## config.mk

```make
export PLATFORM = sky130hd
export DESIGN_NAME = doubly_linked_list_engine
export DESIGN_NICKNAME = d
export VERILOG_FILES = /design/src/design/dll_pkg.sv /design/src/design/dll_datapath.sv /design/src/design/dll_ctrl.sv /design/src/design/doubly_linked_list_engine.sv
export SDC_FILE = /design/constraint.sdc
export NUM_CORES = 2
export LEC_CHECK = 0
export ABC_AREA = 1
export BUFFER_PORTS_ARGS = -buffer_cell sky130_fd_sc_hd__buf_2
export CAP_MARGIN = 20
export CELL_PAD_IN_SITES_DETAIL_PLACEMENT = 1
export CELL_PAD_IN_SITES_GLOBAL_PLACEMENT = 2
export CORE_ASPECT_RATIO = 1.1
export CORE_MARGIN = 1.5
export CORE_UTILIZATION = 46
export CTS_CLUSTER_DIAMETER = 80
export DETAILED_ROUTE_END_ITERATION = 8
export PLACE_DENSITY = 0.9
export SLEW_MARGIN = 20
export SYNTH_ARGS = -nofsm -noshare
export SYNTH_HDL_FRONTEND = slang
export SYNTH_SLANG_ARGS = --single-unit
```

## constraint.sdc

```tcl
create_clock -name clk -period 14.18 [get_ports clk]
set_clock_uncertainty 0.1 [all_clocks]
set_input_delay 0.709 -clock clk [delete_from_list [all_inputs] [get_ports clk]]
set_output_delay 0.709 -clock clk [all_outputs]
set_load 0.02 [all_outputs]
```

## src/design/dll_pkg.sv

```systemverilog
// ---------------------------------------------------------------------------
// dll_pkg: shared types for the doubly linked list engine
// Operation and status codes, controller states, and the command and status
// groups that pass between the controller and the datapath.
// ---------------------------------------------------------------------------
`default_nettype none

package dll_pkg;

	localparam int CAP_DEFAULT = 64;

	typedef enum logic [2:0] {
		OP_PUSH_FRONT = 3'd0,
		OP_PUSH_BACK  = 3'd1,
		OP_SEARCH     = 3'd2,
		OP_INS_AFTER  = 3'd3,
		OP_INS_BEFORE = 3'd4,
		OP_POP_FRONT  = 3'd5,
		OP_POP_BACK   = 3'd6,
		OP_DELETE     = 3'd7
	} op_t;

	typedef enum logic [1:0] {
		RS_DONE      = 2'd0,
		RS_EMPTY     = 2'd1,
		RS_NOT_FOUND = 2'd2,
		RS_FULL      = 2'd3
	} rstat_t;

	typedef enum logic [1:0] {
		RA_HEAD = 2'd0,
		RA_TAIL = 2'd1,
		RA_NEXT = 2'd2
	} rd_sel_t;

	typedef enum logic [3:0] {
		S_INIT,
		S_IDLE,
		S_DISPATCH,
		S_CAPT,
		S_WALK,
		S_DROP,
		S_TAKE,
		S_LINK1,
		S_LINK2,
		S_FIN
	} state_t;

	typedef struct packed {
		logic    load;
		logic    fs_init;
		logic    node_rd;
		rd_sel_t rd_sel;
		logic    walk_init;
		logic    walk_adv;
		logic    capture;
		logic    push_setup;
		logic    alloc_rd;
		logic    take;
		logic    link1;
		logic    link2;
		logic    drop;
		logic    set_status;
		rstat_t  status;
		logic    set_found;
		logic    out_load;
	} cmd_t;

	typedef struct packed {
		logic init_done;
		logic full;
		logic empty;
		op_t  op;
		logic match;
		logic walk_end;
		logic out_free;
		logic head_nil;
		logic tail_nil;
	} sts_t;

endpackage

`default_nettype wire

```

## src/design/dll_datapath.sv

```systemverilog
// ---------------------------------------------------------------------------
// dll_datapath: node store, free stack and result register
// Holds the node memories, head and tail, the walk pointer and the output
// register, and carries out the commands of the controller.
// ---------------------------------------------------------------------------
`default_nettype none

module dll_datapath import dll_pkg::*; #(
	parameter int CAPACITY = CAP_DEFAULT
) (
	input  wire logic        clk,
	input  wire logic        arst_n,
	input  wire logic [2:0]  in_op,
	input  wire logic [31:0] in_key,
	input  wire logic [31:0] in_value,
	input  wire cmd_t        cmd,
	output sts_t             sts,
	input  wire logic        out_ready,
	output logic             out_valid,
	output logic [1:0]       out_status,
	output logic             out_found,
	output logic             out_rem_valid,
	output logic [31:0]      out_rem_value
);

	localparam int NW = $clog2(CAPACITY);
	localparam int IW = $clog2(CAPACITY + 1);
	localparam logic [IW-1:0] NIL = IW'(CAPACITY);

	logic [31:0]   val_mem [CAPACITY];
	logic [IW-1:0] nxt_mem [CAPACITY];
	logic [IW-1:0] prv_mem [CAPACITY];
	logic [NW-1:0] fs_mem  [CAPACITY];

	logic [31:0]   rd_val_q;
	logic [IW-1:0] rd_nxt_q, rd_prv_q;
	logic [NW-1:0] fs_rd_q;

	logic [2:0]    op_q;
	logic [31:0]   key_q, val_q, cap_val_q, rem_val_q;
	logic [IW-1:0] cur_q, steps_q, m_q, p_q, n_q, ix_q;
	logic [IW-1:0] head_q, tail_q, free_top_q, init_cnt_q;
	logic [1:0]    res_stat_q;
	logic          res_found_q, rem_v_q;

	logic [IW-1:0] sel_ix, ftm1;
	logic          after, m_ok, p_ok, n_ok;

	logic          val_we, nxt_we, prv_we, fs_we;
	logic [NW-1:0] val_wa, nxt_wa, prv_wa, fs_wa, fs_wd;
	logic [31:0]   val_wd;
	logic [IW-1:0] nxt_wd, prv_wd;

	assign after = (op_q == OP_PUSH_BACK) || (op_q == OP_INS_AFTER);
	assign m_ok  = m_q < NIL;
	assign p_ok  = p_q < NIL;
	assign n_ok  = n_q < NIL;
	assign ftm1  = free_top_q - IW'(1);

	always_comb begin
		case (cmd.rd_sel)
			RA_HEAD: sel_ix = head_q;
			RA_TAIL: sel_ix = tail_q;
			default: sel_ix = rd_nxt_q;
		endcase
	end

	// Write ports of the four memories.
	always_comb begin
		val_we = cmd.take;
		val_wa = fs_rd_q;
		val_wd = val_q;
		nxt_we = 1'b0;
		nxt_wa = ix_q[NW-1:0];
		nxt_wd = NIL;
		prv_we = 1'b0;
		prv_wa = ix_q[NW-1:0];
		prv_wd = NIL;
		fs_we  = 1'b0;
		fs_wa  = init_cnt_q[NW-1:0];
		fs_wd  = init_cnt_q[NW-1:0];
		if (cmd.fs_init) begin
			fs_we = 1'b1;
		end
		if (cmd.link1) begin
			nxt_we = 1'b1;
			nxt_wd = after ? n_q : m_q;
			prv_we = 1'b1;
			prv_wd = after ? m_q : p_q;
		end
		if (cmd.link2) begin
			if (after) begin
				nxt_we = m_ok;
				nxt_wa = m_q[NW-1:0];
				nxt_wd = ix_q;
				prv_we = n_ok;
				prv_wa = n_q[NW-1:0];
				prv_wd = ix_q;
			end else begin
				prv_we = m_ok;
				prv_wa = m_q[NW-1:0];
				prv_wd = ix_q;
				nxt_we = p_ok;
				nxt_wa = p_q[NW-1:0];
				nxt_wd = ix_q;
			end
		end
		if (cmd.drop) begin
			nxt_we = p_ok;
			nxt_wa = p_q[NW-1:0];
			nxt_wd = n_q;
			prv_we = n_ok;
			prv_wa = n_q[NW-1:0];
			prv_wd = p_q;
			fs_we  = free_top_q < NIL;
			fs_wa  = free_top_q[NW-1:0];
			fs_wd  = m_q[NW-1:0];
		end
	end

	always_ff @(posedge clk) begin
		if (val_we) val_mem[val_wa] <= val_wd;
		if (cmd.node_rd) rd_val_q <= val_mem[sel_ix[NW-1:0]];
	end

	always_ff @(posedge clk) begin
		if (nxt_we) nxt_mem[nxt_wa] <= nxt_wd;
		if (cmd.node_rd) rd_nxt_q <= nxt_mem[sel_ix[NW-1:0]];
	end

	always_ff @(posedge clk) begin
		if (prv_we) prv_mem[prv_wa] <= prv_wd;
		if (cmd.node_rd) rd_prv_q <= prv_mem[sel_ix[NW-1:0]];
	end

	always_ff @(posedge clk) begin
		if (fs_we) fs_mem[fs_wa] <= fs_wd;
		if (cmd.alloc_rd) fs_rd_q <= fs_mem[ftm1[NW-1:0]];
	end

	// Working registers of one transaction.
	always_ff @(posedge clk) begin
		if (cmd.load) begin
			op_q        <= in_op;
			key_q       <= in_key;
			val_q       <= in_value;
			res_stat_q  <= RS_DONE;
			res_found_q <= 1'b0;
			rem_v_q     <= 1'b0;
			rem_val_q   <= 32'd0;
		end
		if (cmd.set_status) res_stat_q <= cmd.status;
		if (cmd.set_found) res_found_q <= 1'b1;
		if (cmd.walk_init) begin
			cur_q   <= sel_ix;
			steps_q <= '0;
		end
		if (cmd.walk_adv) begin
			cur_q   <= rd_nxt_q;
			steps_q <= steps_q + IW'(1);
		end
		if (cmd.capture) begin
			m_q       <= cur_q;
			p_q       <= rd_prv_q;
			n_q       <= rd_nxt_q;
			cap_val_q <= rd_val_q;
		end
		if (cmd.push_setup) begin
			p_q <= NIL;
			n_q <= NIL;
			if (sts.empty) m_q <= NIL;
			else if (op_q == OP_PUSH_FRONT) m_q <= head_q;
			else m_q <= tail_q;
		end
		if (cmd.take) ix_q <= IW'(fs_rd_q);
		if (cmd.drop) begin
			rem_v_q   <= 1'b1;
			rem_val_q <= cap_val_q;
		end
	end

	// List ends, free stack top and the clearing pass counter.
	always_ff @(posedge clk or negedge arst_n) begin
		if (!arst_n) begin
			head_q     <= NIL;
			tail_q     <= NIL;
			free_top_q <= NIL;
			init_cnt_q <= '0;
		end else begin
			if (cmd.fs_init) init_cnt_q <= init_cnt_q + IW'(1);
			if (cmd.take) free_top_q <= ftm1;
			if (cmd.link2) begin
				if (!m_ok) begin
					head_q <= ix_q;
					tail_q <= ix_q;
				end else if (after && !n_ok) begin
					tail_q <= ix_q;
				end else if (!after && !p_ok) begin
					head_q <= ix_q;
				end
			end
			if (cmd.drop) begin
				if (!p_ok) head_q <= n_q;
				if (!n_ok) tail_q <= p_q;
				if (free_top_q < NIL) free_top_q <= free_top_q + IW'(1);
			end
		end
	end

	always_ff @(posedge clk or negedge arst_n) begin
		if (!arst_n) begin
			out_valid <= 1'b0;
		end else if (cmd.out_load) begin
			out_valid <= 1'b1;
		end else if (out_ready) begin
			out_valid <= 1'b0;
		end
	end

	always_ff @(posedge clk) begin
		if (cmd.out_load) begin
			out_status    <= res_stat_q;
			out_found     <= res_found_q;
			out_rem_valid <= rem_v_q;
			out_rem_value <= rem_val_q;
		end
	end

	always_comb begin
		sts.init_done = init_cnt_q == NIL;
		sts.full      = free_top_q == '0;
		sts.head_nil  = !(head_q < NIL);
		sts.tail_nil  = !(tail_q < NIL);
		sts.empty     = sts.head_nil || sts.tail_nil;
		sts.op        = op_t'(op_q);
		sts.match     = rd_val_q == key_q;
		sts.walk_end  = !(rd_nxt_q < NIL) || (steps_q == IW'(CAPACITY - 1));
		sts.out_free  = !out_valid || out_ready;
	end

endmodule

`default_nettype wire

```

## src/design/dll_ctrl.sv

```systemverilog
// ---------------------------------------------------------------------------
// dll_ctrl: sequencer of the doubly linked list engine
// Steps each operation through allocation, list walk, linking and removal.
// ---------------------------------------------------------------------------
`default_nettype none

module dll_ctrl import dll_pkg::*; (
	input  wire logic clk,
	input  wire logic arst_n,
	input  wire logic in_valid,
	output logic      in_ready,
	input  wire sts_t sts,
	output cmd_t      cmd
);

	state_t state_q, state_d;

	always_ff @(posedge clk or negedge arst_n) begin
		if (!arst_n) state_q <= S_INIT;
		else state_q <= state_d;
	end

	always_comb begin
		state_d = state_q;
		unique case (state_q)
			S_INIT: if (sts.init_done) state_d = S_IDLE;
			S_IDLE: if (in_valid) state_d = S_DISPATCH;
			S_DISPATCH: begin
				case (sts.op) inside
					OP_PUSH_FRONT, OP_PUSH_BACK: state_d = sts.full ? S_FIN : S_TAKE;
					OP_POP_FRONT, OP_POP_BACK: state_d = sts.empty ? S_FIN : S_CAPT;
					default: state_d = sts.empty ? S_FIN : S_WALK;
				endcase
			end
			S_CAPT: state_d = S_DROP;
			S_WALK: begin
				if (sts.match) begin
					case (sts.op) inside
						OP_DELETE: state_d = S_DROP;
						OP_INS_AFTER, OP_INS_BEFORE: state_d = sts.full ? S_FIN : S_TAKE;
						default: state_d = S_FIN;
					endcase
				end else if (sts.walk_end) begin
					state_d = S_FIN;
				end
			end
			S_DROP:  state_d = S_FIN;
			S_TAKE:  state_d = S_LINK1;
			S_LINK1: state_d = S_LINK2;
			S_LINK2: state_d = S_FIN;
			S_FIN:   if (sts.out_free) state_d = S_IDLE;
			default: state_d = S_INIT;
		endcase
	end

	always_comb begin
		cmd = '0;
		in_ready = 1'b0;
		unique case (state_q)
			S_INIT: cmd.fs_init = !sts.init_done;
			S_IDLE: begin
				in_ready = 1'b1;
				cmd.load = in_valid;
			end
			S_DISPATCH: begin
				case (sts.op) inside
					OP_PUSH_FRONT, OP_PUSH_BACK: begin
						if (sts.full) begin
							cmd.set_status = 1'b1;
							cmd.status     = RS_FULL;
						end else begin
							cmd.alloc_rd   = 1'b1;
							cmd.push_setup = 1'b1;
						end
					end
					default: begin
						if (sts.empty) begin
							cmd.set_status = 1'b1;
							cmd.status     = RS_EMPTY;
						end else begin
							cmd.node_rd   = 1'b1;
							cmd.walk_init = 1'b1;
							cmd.rd_sel    = (sts.op == OP_POP_BACK) ? RA_TAIL : RA_HEAD;
						end
					end
				endcase
			end
			S_CAPT: cmd.capture = 1'b1;
			S_WALK: begin
				if (sts.match) begin
					cmd.capture   = 1'b1;
					cmd.set_found = 1'b1;
					if ((sts.op == OP_INS_AFTER || sts.op == OP_INS_BEFORE)) begin
						if (sts.full) begin
							cmd.set_status = 1'b1;
							cmd.status     = RS_FULL;
						end else begin
							cmd.alloc_rd = 1'b1;
						end
					end
				end else if (sts.walk_end) begin
					cmd.set_status = 1'b1;
					cmd.status     = RS_NOT_FOUND;
				end else begin
					cmd.node_rd  = 1'b1;
					cmd.rd_sel   = RA_NEXT;
					cmd.walk_adv = 1'b1;
				end
			end
			S_DROP:  cmd.drop  = 1'b1;
			S_TAKE:  cmd.take  = 1'b1;
			S_LINK1: cmd.link1 = 1'b1;
			S_LINK2: cmd.link2 = 1'b1;
			S_FIN:   cmd.out_load = sts.out_free;
			default: cmd = '0;
		endcase
	end

endmodule

`default_nettype wire

```

## src/design/doubly_linked_list_engine.sv

```systemverilog
// ---------------------------------------------------------------------------
// doubly_linked_list_engine: doubly linked list of signed 32-bit values
// A sequencer and a datapath keep a list in a node store of CAPACITY
// entries with a free stack, and answer one result per operation.
// ---------------------------------------------------------------------------
//
//  Channel   Direction  Payload (lowest bits first)
//  s_*       in         operation[2:0], key[34:3], value[66:35]
//  m_*       out        status[1:0], found[2], removed_valid[3],
//                       removed_value[35:4]
//
// A push goes from acceptance through dispatch, node take and linking to the
// result; a pop through dispatch, capture and removal. Search, insert at a match and
// delete walk one node per cycle through the registered read port, then an insert
// takes a node and links it in and a delete unlinks the match. After reset a
// clearing pass fills the free stack; no transaction is accepted until it ends. A
// finished result waits in the output register while the next one is worked on.
//
`default_nettype none

module doubly_linked_list_engine import dll_pkg::*; #(
	parameter int CAPACITY = CAP_DEFAULT
) (
	input  wire logic        clk,
	input  wire logic        arst_n,
	input  wire logic        s_tvalid,
	output logic             s_tready,
	input  wire logic [71:0] s_tdata,   // operation, key, value, zero fill
	output logic             m_tvalid,
	input  wire logic        m_tready,
	output logic [39:0]      m_tdata    // status, found, removed_valid, removed_value, zero fill
);

	cmd_t        cmd;
	sts_t        sts;
	logic [1:0]  out_status;
	logic        out_found, out_rem_valid;
	logic [31:0] out_rem_value;

	// The sequencer owns the handshake on the input side.
	dll_ctrl u_ctrl (
		.clk      (clk),
		.arst_n   (arst_n),
		.in_valid (s_tvalid),
		.in_ready (s_tready),
		.sts      (sts),
		.cmd      (cmd)
	);

	// The datapath holds the list and the output register.
	dll_datapath #(
		.CAPACITY (CAPACITY)
	) u_dp (
		.clk           (clk),
		.arst_n        (arst_n),
		.in_op         (s_tdata[2:0]),
		.in_key        (s_tdata[34:3]),
		.in_value      (s_tdata[66:35]),
		.cmd           (cmd),
		.sts           (sts),
		.out_ready     (m_tready),
		.out_valid     (m_tvalid),
		.out_status    (out_status),
		.out_found     (out_found),
		.out_rem_valid (out_rem_valid),
		.out_rem_value (out_rem_value)
	);

	assign m_tdata = {4'd0, out_rem_value, out_rem_valid, out_found, out_status};

	// A node is never taken from an empty free stack.
	a_no_alloc_full: assert property (@(posedge clk) disable iff (!arst_n)
		cmd.take |-> !sts.full) else $error("allocation from a full store");

	// The result register is loaded only when its slot is free.
	a_out_slot: assert property (@(posedge clk) disable iff (!arst_n)
		cmd.out_load |-> (!m_tvalid || m_tready)) else $error("result overwritten");

	// Head and tail are null together.
	a_ends: assert property (@(posedge clk) disable iff (!arst_n)
		sts.head_nil == sts.tail_nil) else $error("list ends disagree");

	// No transaction is accepted during the clearing pass.
	a_init_block: assert property (@(posedge clk) disable iff (!arst_n)
		s_tready |-> sts.init_done) else $error("accepted before free stack filled");

endmodule

`default_nettype wire

```

### Yosys cells after proc, flatten, opt, wreduce, memory -nomap -nowiden

Memory sizes are Yosys's and may differ from the RTL's. A register that Yosys moved wholly into a read port is not among the register bits.
Index checks and enable logic that the tools add are counted.

| word-level totals | value |
|---|---|
| bits in registers | 245 |
| bits in writable memories | 3328 |
| input port bits | 76 |
| memories | 4 |

| cells by class | value |
|---|---|
| $add $sub $neg | 4 |
| order comparisons | 7 |
| eq/ne operators | 23 |
| mux-type cells | 110 |
| reduce and logical (&&, ||, !) cells | 29 |

Memories:

| memory | depth | width | read ports | clocked after memory_dff | wr ports | line | text |
|---|---|---|---|---|---|---|---|
| u_dp.val_mem | 64 | 32 | 1 | 1 | 1 | dll_datapath.sv:30 | `logic [31:0] val_mem [CAPACITY];` |
| u_dp.nxt_mem | 64 | 7 | 1 | 1 | 1 | dll_datapath.sv:31 | `logic [IW-1:0] nxt_mem [CAPACITY];` |
| u_dp.prv_mem | 64 | 7 | 1 | 1 | 1 | dll_datapath.sv:32 | `logic [IW-1:0] prv_mem [CAPACITY];` |
| u_dp.fs_mem | 64 | 6 | 1 | 1 | 1 | dll_datapath.sv:33 | `logic [NW-1:0] fs_mem [CAPACITY];` |

Operators with widths:

| kind | count |
|---|---|
| two-way mux 7 bit | 30 |
| two-way mux 32 bit | 2 |
| two-way mux 4 bit | 14 |
| < comparator 7 bit, second input constant | 7 |
| two-way mux 6 bit | 8 |
| two-way mux 1 bit | 38 |
| case mux 4 bit (9 select lines) | 1 |
| equality test 32 bit | 1 |
| two-way mux 3 bit | 8 |
| adder 7 x 1 -> 7 bit, second input constant | 3 |
| equality test 4 x 3 -> 1 bit, second input constant | 4 |
| case mux 7 bit (2 select lines) | 1 |
| equality test 3 bit, second input constant | 4 |
| case mux 3 bit (2 select lines) | 2 |
| nonzero test 2 bit | 5 |
| equality test 4 x 2 -> 1 bit, second input constant | 2 |
| equality test 4 bit, second input constant | 2 |
| zero test 1 bit | 8 |
| two-way mux 2 bit | 4 |
| OR reduction 2 bit | 4 |
| equality test 7 x 6 -> 1 bit, second input constant | 1 |
| equality test 7 bit, second input constant | 1 |
| zero test 7 bit | 1 |
| subtractor 7 x 1 -> 7 bit, second input constant | 1 |
| 14 further kinds | 21 |

### Longest topological paths before layout

| logic depth | value |
|---|---|
| depth after elaboration | 10 |
| gate-level depth with buffers | 21 |
| gate-level depth less buffers | 19 |

### Hierarchy

From an unflattened synthesis, not the netlist that was laid out.

| second synthesis, totals | value |
|---|---|
| cells, all modules | 14839 |
| area total of the unflattened synthesis | 159314.0 um^2 |

By module, submodules not included:

| module | times used | cells an instance | area each (um^2) | seq. area each (um^2) |
|---|---|---|---|---|
| dll_datapath | 1 | 14723 | 158685.9 | 108432.7 |
| dll_ctrl | 1 | 109 | 579.3 | 100.1 |
| doubly_linked_list_engine | 1 | 7 | 48.8 | 0.0 |

### Worst setup path after synthesis

No wires, ideal clock.

| path | value |
|---|---|
| kind | reg2reg |
| from | register u_ctrl.state_q[0] |
| to | register u_dp.rem_val_q[0], enable pin |
| data arrival time | 5209 ps |
| required time | 13690 ps |
| path slack | 8482 ps |
| stages on the path, launching flop included | 9 |
| buffers on the path | 0 |
| period minus slack after synthesis | 5698 ps |
| cells stage by stage | dfrtp_1 -> inv_1 -> nor2_1 -> inv_1 -> nor2_1 -> inv_1 -> nor2_1 -> inv_1 -> nand2_1 |

RTL lines:

| element | line | text |
|---|---|---|
| start: declaration | dll_ctrl.sv:16 | `state_t state_q, state_d;` |
| start signal: assignment | dll_ctrl.sv:20 | `else state_q <= state_d;` |
| end signal: assignment | dll_datapath.sv:178 | `rem_val_q <= cap_val_q;` |
| end: declaration | dll_datapath.sv:40 | `logic [31:0] key_q, val_q, cap_val_q, rem_val_q;` |

### Final worst setup path

| path | value |
|---|---|
| from | register u_dp.rd_val_q[0], read port of u_dp.val_mem |
| to | register u_dp.rd_val_q[18], read port of u_dp.val_mem, data pin |

| on the way | value |
|---|---|
| cells in the longest elaborated chain, start to end | 5 |
| elaborated cells on any way between the ends | 6 |
| those cells by class | eq/ne: 2; mux: 3; reduce/logical: 1 |

Ends and longest elaborated chain:

| element | line | text |
|---|---|---|
| start: declaration | dll_datapath.sv:35 | `logic [31:0] rd_val_q;` |
| equality test 32 bit * | dll_datapath.sv:236 | `sts.match = rd_val_q == key_q;` |
| two-way mux 3 bit * | dll_ctrl.sv:90 | `if (sts.match) begin` |
| case mux 3 bit (2 select lines) * | dll_ctrl.sv:59 | `unique case (state_q)` |
| equality test 2 x 1 -> 1 bit or zero test 2 bit (tied branches) | dll_datapath.sv:61 | `case (cmd.rd_sel)` |
| case mux 7 bit (2 select lines) | dll_datapath.sv:61 |  |

Mark *: on every way between the ends. The rest lies on a longest branch, timed or not.
A chain may end at the register's enable or synchronous reset.

==> impl_metrics.py <==
metrics = {
    "grt": {
        "antenna_found_initial": 9,
        "grt_start_max_net_pins": 198,
        "gr-total-overflow": 0,
        "grt_pass1_vias": 115000,
        "groute.usage.overall": 0.274,
        "grt_pass1_wl_um": 715000,
    },
    "power_and_ir_drop": {
        "finalPower_w": 0.0213,
        "leakage_nw": 71.7,
        "power_density_nw_per_um2": 122,
        "ir_drop_uv": 139,
    },
    "clocking": {
        "cts_root_buffer": "clkbuf_16",
        "clk_pin_slew_worst_paths_ps": 60,
        "cts_setup_buffers": 0,
        "htree_levels": 5,
        "cts_resized": 0,
        "clock_latency_ps": 950,
        "clkSinkCount": 3625,
        "clockBufferDepth": 4,
        "numCtsBuffers": 379,
        "cts_tree": "yes",
        "ctsHoldBuffers": 69,
    },
    "sta": {
        "max_freq_mhz": 142,
        "fin_tns_setup_ps": 0,
        "hold_ws_ps": 180,
        "grt_setup_unrepaired": "false",
        "setup_viol": 0,
        "tightest_slew_ps": 1350,
        "post-route-period-util": 0.498,
        "hold_viol": 0,
        "min_period_ps": 7060,
        "drv_slew": 0,
        "timing.slew.headroom": 0.0999,
    },
    "logic_synthesis": {
        "syn_avg_cell_area_um2": 10.7,
        "synthArstFlopShare": 0.00910,
        "ys_ff_latch": 3625,
        "synth_ff_type": "edfxtp_1",
        "ys_types": 49,
        "netlist_instances": 14700,
        "ys_warn_count": 0,
        "synth-edff-count": 3576,
        "netlist_area_um2": 156000,
        "yosysSeqAreaShare": 0.694,
    },
    "setup_path": {
        "criticalPathCategory": "flop to flop",
        "startpoint_type": "flop",
        "cp_max_fo": 184,
        "worstPathArrival_ps": 7600,
        "end_kind": "flop",
        "cp.required_ps": 14720,
    },
    "outcome": {
        "outcome": "finished clean",
    },
    "detailed_routing": {
        "drt_wl_total_um": 480000,
        "wl_per_cell_um": 24.6,
        "route.detailed.drc": 0,
        "dr.pass1.iters": 6,
        "avgViaCountPerCell": 5.55,
        "drt-initial-drc-count": 10300,
        "ant_nets": 0,
        "vias": 108000,
    },
    "floorplan": {
        "core_um2": 339000,
        "die_area_um2": 344000,
        "die_w_um": 559,
        "die_y_um": 615,
        "io_pins": 118,
        "start_util": 0.462,
        "rows": 224,
    },
    "min_path": {
        "holdCritPathClass": "input port to flop",
    },
    "cells_and_area": {
        "layout.area.seq_um2": 109000,
        "area_growth_pct": 11.5,
        "fill_cells": 36300,
        "drive_above_1_share": 0.0662,
        "multi_input_area_um2": 34000,
        "nets": 14800,
    },
    "placement": {
        "gp_congestion": 0.840,
        "dp_hpwl_um": 262000,
        "numPortBuffers": 108,
    },
    "flow_run": {
        "maxCapViolations": 0,
    },
}
[cell families after synthesis]
logic type,Yosys count,synth area share
XOR/XNOR,40,0.00224
multiplexers,49,0.00314
buffers and inverters,3723,0.0943
AND/OR/NAND/NOR,6811,0.189
adder cells (fa/ha/maj),6,0.000480
other,1,0.0000240
flip-flops,3625,0.694
AO/OA/AOI/OAI,405,0.0171
[cell usage after synthesis (3+ instances only)]
cell / n / area share
nand4_1: 108 / 0.0043
a221oi_1: 3 / 0.00017
nor3_1: 24 / 0.00077
inv_2: 15 / 0.00036
a21oi_1: 33 / 0.0011
dfrtp_1: 30 / 0.0048
edfxtp_1: 3576 / 0.69
nand3_2: 4 / 0.00026
o32ai_1: 49 / 0.0027
nor2_2: 4 / 0.00016
mux2i_1: 49 / 0.0031
clkbuf_1: 157 / 0.0038
inv_1: 2941 / 0.071
o221ai_1: 58 / 0.0032
buf_2: 553 / 0.018
nor2_4: 5 / 0.00036
dfstp_2: 3 / 0.00050
o21ai_1: 6 / 0.00019
nand2_1: 3249 / 0.078
o211ai_1: 56 / 0.0027
clkinv_1: 3 / 0.000072
xnor2_1: 29 / 0.0016
xor2_1: 11 / 0.00062
buf_4: 23 / 0.0011
nand3_1: 2846 / 0.091
dfxtp_1: 16 / 0.0020
ha_1: 6 / 0.00048
buf_1: 30 / 0.00072
o21a_1: 14 / 0.00067
o22ai_1: 3 / 0.00012
nor2_1: 553 / 0.013
a22o_1: 6 / 0.00034
nor4_1: 9 / 0.00036
o21ai_0: 168 / 0.0054
[area by class of cell]
| type | instances | share of cell area |
|---|---|---|
| timing repair buffer | 414 | 0.0188 |
| clock inverter | 216 | 0.0103 |
| tap | 4520 | 0.0324 |
| clock buffer | 478 | 0.0574 |
| multi-input combinational | 7315 | 0.195 |
| antenna | 5 | 0.0000717 |
| sequential | 3625 | 0.622 |
| inverter | 2959 | 0.0638 |
[power breakdown]
| part | internal (W) | switching, W | total (W) | leakage (nW) |
|---|---|---|---|---|
| combinational | 0.0000194 | 0.0000124 | 0.0000318 | 34.7 |
| sequential | 0.0116 | 0.00000000000000000000566 | 0.0116 | 31.2 |
| clock | 0.00543 | 0.00427 | 0.00969 | 5.78 |
| total | 0.0170 | 0.00428 | 0.0213 | 71.7 |
[worst paths after layout]
path / from / endpoint / slack (ps) / depth (start not counted)
setup / recovery: u_dp.rd_val_q[0] / u_dp.rd_val_q[18] / 7120 / 18
hold / removal: s_tvalid / u_ctrl.state_q[0] / 180 / 4
setup reg to reg: u_dp.rd_val_q[0] / u_dp.rd_val_q[18] / 7120 / 18
hold reg to reg: u_dp.rem_val_q[22] / u_dp.out_rem_value[22] / 320 / 0
max in group asynchronous: arst_n / u_dp.free_top_q[0] / 13130 / 3
min in group asynchronous: arst_n / u_dp.out_valid / 310 / 3
[flip-flops by register name (all words and copies together), names as in the netlist, 32 cells and up]
name	cells
u_dp.prv_mem	448
u_dp.val_mem	2048
u_dp.rem_val_q	32
u_dp.fs_mem	384
u_dp.nxt_mem	448
u_dp.rd_val_q	32
u_dp.cap_val_q	32
u_dp.out_rem_value	32
u_dp.key_q	32
u_dp.val_q	32
[metrics by stage]
stage	instance area, um^2	utilization	worst slack, ps	std cells
after floorplan	156000	-	8480	14700
after global placement	162000	0.478	7390	18800
after detailed placement	162000	0.478	7310	18800
after CTS	174000	0.515	7220	19500
after global routing	174000	0.515	6910	19500
final	174000	0.515	7120	19500
[worst max-delay path: stages, from the launching register on]
cell and delay, ps:
edfxtp_1 580, xnor2_1 270, nand2_1 90, nor2_1 280
nand2_1 90, nor2_1 160, nand2_2 310, nand2_4 380
nand3_4 490, nand3_4 780, buf_12 470, buf_12 620
nand2_1 120, nand3_1 120, nand3_1 120, nand3_1 170
nand3_1 210, nand3_1 490, nand2_1 250
[metal layers]
layer	GRT usage	routed length, um	up-vias	share of wire
met2	0.482	242000	3831	0.50
met4	0.143	27100	4	0.056
met5	0	27	-	0.000056
met1	0.333	184000	55100	0.38
li1	-	-	48400	-
met3	0.0285	26800	1056	0.056
[cells in the final DEF, fill, tap and decap left out, types with 6 or more instances in the layout]
cell and n:
buf_2 108, dlygate4sd3_1 69, o211ai_1 56, nor3_2 7, o221ai_4 11, a22o_1 6, clkbuf_1 90, inv_6 6
nor2_1 487, nor2_4 72, buf_12 21, clkinvlp_4 6, edfxtp_1 3576, inv_1 2938, nor3_1 18, xor2_1 10
clkinv_2 70, mux2i_1 49, o21ai_0 163, clkinv_1 98, clkinv_8 9, nand4_1 108, nand2_1 3246, o21a_1 12
nand3_1 2845, clkbuf_16 385, a21oi_1 32, dfxtp_1 16, nor4_1 9, dfrtp_1 29, inv_2 13, xnor2_1 29
bufinv_16 23, o221ai_1 47, buf_4 215, o21ai_1 6, o32ai_1 49
No activity file was read; power rests on OpenSTA's default activity.
